[src/design/pcm_sample_to_float32_core_macros.svh]
// assertion macros for the pcm to float32 converter
`ifndef PCM_SAMPLE_TO_FLOAT32_CORE_MACROS_SVH
`define PCM_SAMPLE_TO_FLOAT32_CORE_MACROS_SVH
`ifndef SYNTHESIS
`define PCM_ASSERT_CLK(label, clk, rst_n, prop, msg) \
	label: assert property (@(posedge clk) disable iff (!rst_n) (prop)) else $error(msg);
`define PCM_ASSERT_RST(label, clk, prop, msg) \
	label: assert property (@(posedge clk) (prop)) else $error(msg);
`else
`define PCM_ASSERT_CLK(label, clk, rst_n, prop, msg)
`define PCM_ASSERT_RST(label, clk, prop, msg)
`endif
`endif

[src/design/pcm2f_pkg.sv]
// types and constants for the pcm to float32 converter
package pcm2f_pkg;
	typedef enum logic [2:0] {
		DEPTH_U8  = 3'd0,
		DEPTH_S16 = 3'd1,
		DEPTH_S24 = 3'd2,
		DEPTH_S32 = 3'd3,
		DEPTH_F64 = 3'd4
	} depth_t;

	localparam logic [2:0] DEPTH_RESET = 3'd1;
	localparam logic [31:0] F32_INF = 32'h7F80_0000;
	localparam logic [31:0] F32_QNAN = 32'h7FC0_0000;
	localparam int unsigned REG_DEPTH = 0;

	typedef struct packed {
		logic [63:0] raw_sample;
		logic        last_sample;
	} in_item_t;

	typedef struct packed {
		logic [31:0] float_bits;
		logic        last_out;
	} out_item_t;
endpackage

[src/design/pcm_sample_to_float32_core.sv]
// Converts one PCM sample (u8, s16, s24, s32 or float64) per cycle into its binary32 bit
// pattern. Four register stages: decode, leading-one search, alignment shift, rounding and
// packing. Each accepted item passes through the stage 1, stage 2 and stage 3 registers and
// the output register before out_valid rises. The pipeline accepts an item every cycle;
// only a low out_ready stalls it, and a stall loses nothing. The depth register sits at
// address 0 of the configuration port and resets to signed 16-bit.
module pcm_sample_to_float32_core (
	input  logic                  clk,
	input  logic                  arst_n,
	input  logic                  in_valid,
	output logic                  in_ready,
	input  pcm2f_pkg::in_item_t   in_data,
	output logic                  out_valid,
	input  logic                  out_ready,
	output pcm2f_pkg::out_item_t  out_data,
	input  logic                  psel,
	input  logic                  penable,
	input  logic                  pwrite,
	input  logic [1:0]            paddr,
	input  logic [31:0]           pwdata,
	output logic [31:0]           prdata,
	output logic                  pready
);
	import pcm2f_pkg::*;
	`include "pcm_sample_to_float32_core_macros.svh"

	logic [2:0] depth_q;
	logic       wr_en;

	assign pready = 1'b1;
	assign wr_en = psel && penable && pwrite && (paddr[1:0] == 2'(REG_DEPTH * 4));
	assign prdata = (paddr == 2'(REG_DEPTH * 4)) ? {29'd0, depth_q} : 32'd0;

	always_ff @(posedge clk or negedge arst_n) begin
		if (!arst_n) begin
			depth_q <= DEPTH_RESET;
		end else if (wr_en) begin
			depth_q <= pwdata[2:0];
		end
	end

	// pipeline control
	logic v_s1, v_s2, v_s3, v_s4;
	logic en1, en2, en3, en4;
	assign en4 = !v_s4 || out_ready;
	assign en3 = !v_s3 || en4;
	assign en2 = !v_s2 || en3;
	assign en1 = !v_s1 || en2;
	assign in_ready = en1;

	always_ff @(posedge clk or negedge arst_n) begin
		if (!arst_n) begin
			v_s1 <= 1'b0;
			v_s2 <= 1'b0;
			v_s3 <= 1'b0;
			v_s4 <= 1'b0;
		end else begin
			if (en1) v_s1 <= in_valid;
			if (en2) v_s2 <= v_s1;
			if (en3) v_s3 <= v_s2;
			if (en4) v_s4 <= v_s3;
		end
	end

	// stage 1: decode into sign, magnitude and base exponent, or a finished special value
	logic        sign_c, spec_c, f64_c;
	logic [52:0] mag_c;
	logic [31:0] spec_bits_c;
	logic signed [11:0] bexp_c;

	logic [63:0] raw;
	logic [10:0] ex;
	logic [51:0] frac;
	logic [31:0] ival;
	logic        ineg;
	assign raw = in_data.raw_sample;
	assign ex = raw[62:52];
	assign frac = raw[51:0];

	always_comb begin
		sign_c = 1'b0;
		spec_c = 1'b0;
		f64_c = 1'b0;
		mag_c = '0;
		spec_bits_c = '0;
		bexp_c = '0;
		ival = '0;
		ineg = 1'b0;
		case (depth_q)
			DEPTH_U8: begin
				ival = {{24{~raw[7]}}, ~raw[7], raw[6:0]};
				bexp_c = -12'sd7;
			end
			DEPTH_S16: begin
				ival = {{16{raw[15]}}, raw[15:0]};
				bexp_c = -12'sd15;
			end
			DEPTH_S24: begin
				ival = {{8{raw[23]}}, raw[23:0]};
				bexp_c = -12'sd23;
			end
			DEPTH_S32: begin
				ival = raw[31:0];
				bexp_c = -12'sd31;
			end
			DEPTH_F64: begin
				f64_c = 1'b1;
				sign_c = raw[63];
				mag_c = {1'b1, frac};
				// value = mag * 2^(ex-1023-52)
				bexp_c = $signed({1'b0, ex}) - 12'sd1075;
				if (ex == 11'h7FF) begin
					spec_c = 1'b1;
					spec_bits_c = (frac == '0) ? {raw[63], F32_INF[30:0]}
						: {raw[63], F32_QNAN[30:0]} | {9'd0, frac[51:29]};
				end else if (ex == 11'd0) begin
					spec_c = 1'b1;
					spec_bits_c = {raw[63], 31'd0};
				end
			end
			default: begin
				spec_c = 1'b1;
				spec_bits_c = '0;
			end
		endcase
		if (!f64_c && !spec_c) begin
			ineg = ival[31];
			sign_c = ineg;
			mag_c = {21'd0, ineg ? (32'd0 - ival) : ival};
			if (ival == '0) begin
				spec_c = 1'b1;
				spec_bits_c = '0;
			end
		end
	end

	logic        sign_s1, spec_s1;
	logic [52:0] mag_s1;
	logic [31:0] spec_bits_s1;
	logic signed [11:0] bexp_s1;
	logic        last_s1;

	always_ff @(posedge clk) begin
		if (en1) begin
			sign_s1 <= sign_c;
			spec_s1 <= spec_c;
			mag_s1 <= mag_c;
			spec_bits_s1 <= spec_bits_c;
			bexp_s1 <= bexp_c;
			last_s1 <= in_data.last_sample;
		end
	end

	// stage 2: leading-one position
	logic [5:0] p_c;
	always_comb begin
		p_c = '0;
		for (int i = 0; i < 53; i++) begin
			if (mag_s1[i]) p_c = 6'(i);
		end
	end

	logic        sign_s2, spec_s2, last_s2;
	logic [52:0] mag_s2;
	logic [31:0] spec_bits_s2;
	logic [5:0]  p_s2;
	logic signed [11:0] e_s2;

	always_ff @(posedge clk) begin
		if (en2) begin
			sign_s2 <= sign_s1;
			spec_s2 <= spec_s1;
			last_s2 <= last_s1;
			mag_s2 <= mag_s1;
			spec_bits_s2 <= spec_bits_s1;
			p_s2 <= p_c;
			// biased exponent of the leading one
			e_s2 <= bexp_s1 + $signed({6'd0, p_c}) + 12'sd127;
		end
	end

	// stage 3: align to a 24-bit significand plus guard and sticky, with subnormal shift
	logic [11:0]  dsub_c;
	logic [6:0]   sh_c;
	logic [148:0] ext_c;
	logic [24:0]  top_c;
	logic         sticky_c;
	logic         sub_c;
	always_comb begin
		sub_c = (e_s2 < 12'sd1);
		// extra right shift below the normal range
		dsub_c = 12'd1 - 12'(e_s2);
		if (!sub_c) sh_c = 7'(p_s2);
		else if (e_s2 < -12'sd40) sh_c = 7'd127;
		else sh_c = 7'(p_s2) + dsub_c[6:0];
		// leading one lands on bit 96 when normal, guard at bit 72
		ext_c = {mag_s2, 96'd0} >> sh_c;
		top_c = ext_c[96:72];
		sticky_c = |ext_c[71:0];
	end

	logic        sign_s3, spec_s3, last_s3, sub_s3, sticky_s3;
	logic [24:0] top_s3;
	logic [31:0] spec_bits_s3;
	logic signed [11:0] e_s3;

	always_ff @(posedge clk) begin
		if (en3) begin
			sign_s3 <= sign_s2;
			spec_s3 <= spec_s2;
			last_s3 <= last_s2;
			sub_s3 <= sub_c;
			sticky_s3 <= sticky_c;
			top_s3 <= top_c;
			spec_bits_s3 <= spec_bits_s2;
			e_s3 <= e_s2;
		end
	end

	// stage 4: round to nearest even and pack
	logic [23:0] keep_c;
	logic [24:0] rnd_c;
	logic [11:0] ef_c;
	logic [31:0] bits_c;
	always_comb begin
		ef_c = '0;
		keep_c = top_s3[24:1];
		rnd_c = {1'b0, keep_c};
		if (top_s3[0] && (sticky_s3 || keep_c[0])) rnd_c = rnd_c + 25'd1;
		if (sub_s3) begin
			// carry into bit 23 gives the smallest normal
			bits_c = {sign_s3, 8'd0, 23'd0} | {8'd0, rnd_c[23:0]};
		end else begin
			ef_c = 12'(e_s3) + (rnd_c[24] ? 12'd1 : 12'd0);
			if ($signed(ef_c) >= 12'sd255) bits_c = {sign_s3, F32_INF[30:0]};
			else bits_c = {sign_s3, ef_c[7:0],
				rnd_c[24] ? rnd_c[23:1] : rnd_c[22:0]};
		end
		if (spec_s3) bits_c = spec_bits_s3;
	end

	always_ff @(posedge clk) begin
		if (en4) begin
			out_data.float_bits <= bits_c;
			out_data.last_out <= last_s3;
		end
	end
	assign out_valid = v_s4;

	`PCM_ASSERT_CLK(a_hold, clk, arst_n, out_valid && !out_ready |=> out_valid, "result dropped")
	`PCM_ASSERT_CLK(a_ready, clk, arst_n, !out_valid |-> in_ready, "empty pipe stalls")
	`PCM_ASSERT_RST(a_rst, clk, !arst_n |-> !out_valid, "valid during reset")
endmodule
[config.mk]
export PLATFORM = sky130hd
export DESIGN_NAME = pcm_sample_to_float32_core
export DESIGN_NICKNAME = d
export VERILOG_FILES = /design/src/design/pcm2f_pkg.sv /design/src/design/pcm_sample_to_float32_core.sv
export VERILOG_INCLUDE_DIRS = /design/src /design/src/design
export SDC_FILE = /design/constraint.sdc
export NUM_CORES = 1
export LEC_CHECK = 0
export ABC_AREA = 1
export BUFFER_PORTS_ARGS = -buffer_cell sky130_fd_sc_hd__buf_2
export CAP_MARGIN = 20
export CORE_MARGIN = 2
export CORE_UTILIZATION = 45
export CTS_CLUSTER_DIAMETER = 200
export DETAILED_ROUTE_END_ITERATION = 10
export GPL_TIMING_DRIVEN = 0
export HOLD_SLACK_MARGIN = 0.03
export PLACE_DENSITY = 0.65
export SYNTH_ARGS = -nofsm -noshare
export SYNTH_HDL_FRONTEND = slang
export SYNTH_SLANG_ARGS = --single-unit
[constraint.sdc]
create_clock -name clk -period 7.6 [get_ports clk]
set_input_delay 0.76 -clock clk [delete_from_list [all_inputs] [get_ports clk]]
set_output_delay 0.76 -clock clk [all_outputs]
set_load 0.005 [all_outputs]
==> flow_summary_export.csv <==
group,metric,value,unit
sta,hold_violations,0,
drt,drt_pass1_iterations,6,
yosys,synth_edf_count,292,
worst_hold_path,hp-start,"in_data[0]",
sta,slew_viol_final,0,
sta,setup_violations,0,
cells_and_area,post-route-util,51.9,%
drt,drc,0,
yosys,post-synth-top-area-cell,"edfxtp_1",
setup_path,worstPathRequired,8.06,ns
drt,drt_iter0_drc,1216,
flow_run,cap_viol_max_count,0,
yosys,synth_area,18100,um^2
sta,rsz0062_at_grt,"no",
setup_path,cp.arrival,6.08,ns
sta,slew_headroom,43.1,%
pwr,max-vdd-ir-drop,0.000208,V
floorplan,die_h,204,um
cts,cts_sinks,299,
cells_and_area,layout-drive-gt1-share,10.9,%
floorplan,coreArea,39700,um^2
global_routing,antenna_found_initial,0,
yosys,ys_seq_elements,299,
yosys,synth_cell_types,58,
cts,ctsResizeCount,0,
yosys,syn_area_per_cell,8.15,um^2
yosys,synth_ff_type,"edfxtp_1",
setup_path,critical_path_class,"reg2reg",
setup_path,cp-startpoint,"top_s3[1]",
cells_and_area,syn_to_final_growth,14.0,%
cts,cts.clk_slew.worst_paths,0.06,ns
cts,cts_setup_buffers,0,
drt,final_antenna_net_count,0,
cts,clockBufferDepth,3,
pwr,p_per_area,467,nW/um^2
cts,cts_root_buf,"clkbuf_16",
setup_path,critPathMaxStageDelay,0.44,ns
cells_and_area,n_antenna_cell,0,
sta,finalCritPeriodShare,74.0,%
drt,drt-wirelength-per-cell,17.8,um
global_routing,grtUsageTotal,25.2,%
drt,vias,15379,
placement,place_hpwl,42.6,mm
cts,cts_inserted_buffers,31,
yosys,syn_inst,2217,
setup_path,critical_path.slowest_cell,"edfxtp_1",
sta,skew,0.0222,ns
floorplan,start_util,45.5,%
floorplan,die_w,204,um
placement,io_buffer_count,114,
floorplan,fp-row-count,73,
yosys,synth_top_cell_area_share,48.5,%
setup_path,reg2reg_from,"top_s3[1]",
drt,wl,52.6,mm
sta,worst_pin_slew,0.854,ns
sta,fmax,0.178,GHz
sta,finalWorstSetupSlack,1.98,ns
cells_and_area,nFillCells,3774,
yosys,synth_most_common_cell,"nand2_1",
yosys,synth_area_leaders,"edfxtp_1, nand2_1, inv_1, o21ai_1, o21ai_0",
global_routing,grt_pass1_vias,14617,
cts,ctsHoldBuffers,1,
cts,cts_tree,"yes",
setup_path,cp_max_fo,10,
sta,final.min_clock_period,5.62,ns
setup_path,end_kind,"register",
sta,whs,0.346,ns
pwr,leakagePower,9.00,nW
global_routing,grt_start_max_net_pins,77,
cells_and_area,nets,2535,
yosys,yosys_warnings,0,
cts,cts.htree.levels,1,
placement,gp_congestion,0.982,
yosys,yosys-top-cells-count,"nand2_1, inv_1, edfxtp_1",
placement,pre_cts_slack,2.01,ns
drt,viasPerCell,5.22,
global_routing,grt-ovfl-total,0,
yosys,yosysSeqAreaShare,49.5,%
setup_path,crit_path_start_kind,"register",
global_routing,grt_pass1_wl,81.1,mm
cts,clk_latency,0.59,ns
yosys,async_reset_ff_share,2.34,%
worst_hold_path,hp-class,"in2reg",
setup_path,crit_top_cell,"nand2_1",
status,outcome,"complete, no violations",
floorplan,io-pin-count,174,
floorplan,die_area,41800,um^2
[cell type report]
type	instances	area [um^2]	area share (%)
Timing Repair Buffer	119	663	3.22
Clock inverter	22	299	1.45
Inverter	372	1400	6.80
Multi-Input combinational cell	1458	7230	35.1
Buffer	116	618	3.00
Clock buffer	36	805	3.90
Tap cell	525	657	3.19
Sequential cell	299	8940	43.4
[stage by stage]
step | setup TNS (ns) | power [W] | area (um^2) | std cells
final | 0 | 0.00962 | 20600 | 2947
after global routing | 0 | 0.0103 | 20600 | 2947
after CTS | 0 | 0.00954 | 20600 | 2946
after detailed placement | 0 | 0.00790 | 19500 | 2887
after global placement | -0.550 | 0.00791 | 19400 | 2884
after floorplan | 0 | 0.00612 | 18200 | 2245
[registers in the layout, indices dropped and copies added, names as in the netlist, 3 cells and up]
| register | count |
|---|---|
| bexp_s1 | 12 |
| depth_q | 3 |
| e_s2 | 12 |
| e_s3 | 12 |
| mag_s1 | 53 |
| mag_s2 | 53 |
| out_data | 33 |
| p_s2 | 6 |
| spec_bits_s1 | 25 |
| spec_bits_s2 | 25 |
| spec_bits_s3 | 25 |
| top_s3 | 25 |
[per-layer routing]
| layer | global-route usage, % | part of all wire [%] |
|---|---|---|
| met5 | 0 | 0 |
| met4 | 8.02 | 2.9 |
| met3 | 2.42 | 4.8 |
| met2 | 42.0 | 47 |
| met1 | 34.7 | 46 |
[placed cells by master (no fill, tap or decap), types with 10 or more instances in the layout]
master | Yosys | layout
nand2_1 | 537 | 536
inv_1 | 353 | 350
edfxtp_1 | 292 | 292
nor2_1 | 165 | 165
o21ai_1 | 159 | 159
o21ai_0 | 152 | 152
buf_2 | 20 | 134
nand3_1 | 69 | 69
clkbuf_1 | 54 | 58
a21oi_1 | 52 | 52
nand4_1 | 37 | 37
xor2_1 | 33 | 33
nor3_1 | 33 | 33
nor4_1 | 31 | 31
clkbuf_16 | 0 | 31
ha_1 | 30 | 30
buf_4 | 30 | 30
conb_1 | 2 | 30
a31oi_1 | 17 | 17
inv_2 | 13 | 15
o22ai_1 | 12 | 12
or2_2 | 10 | 10
[where the power goes]
part	total [W]	internal [W]	switching (W)
logic	0.00528	0.00153	0.00375
registers	0.00272	0.00244	0.000277
clock network	0.00162	0.000972	0.000648
[logic make-up (layout without fill, tap and decap cells)]
kind of cell,after synthesis,after routing,synth area share (%)
adder cells (fa/ha/maj),32,32,2.30
AO/OA/AOI/OAI,456,456,14.1
multiplexers,4,4,0.222
flip-flops,299,299,49.5
AND/OR/NAND/NOR,894,894,20.6
other,2,30,0.0415
buffers and inverters,488,665,11.2
XOR/XNOR,42,42,2.04
[final timing paths]
kind | end | slack, ns | depth (start not counted)
setup / recovery | out_data[18] | 1.98 | 29
hold / removal | last_s1 | 0.35 | 1
setup reg to reg | out_data[18] | 1.98 | 29
hold reg to reg | spec_bits_s2[7] | 0.42 | 0
max in group asynchronous | depth_q[0] | 6.77 | 2
min in group asynchronous | v_s3 | 0.58 | 2
[critical path, delay by kind of cell, from the launching register on]
family	cells	cell delay [ns]
AO/OA/AOI/OAI	2	0.36
XOR/XNOR	1	0.14
adder cells (fa/ha/maj)	2	0.47
buffers and inverters	6	0.97
flip-flops	1	0.44
AND/OR/NAND/NOR	18	3.11
(Power assumes the default switching activity.)
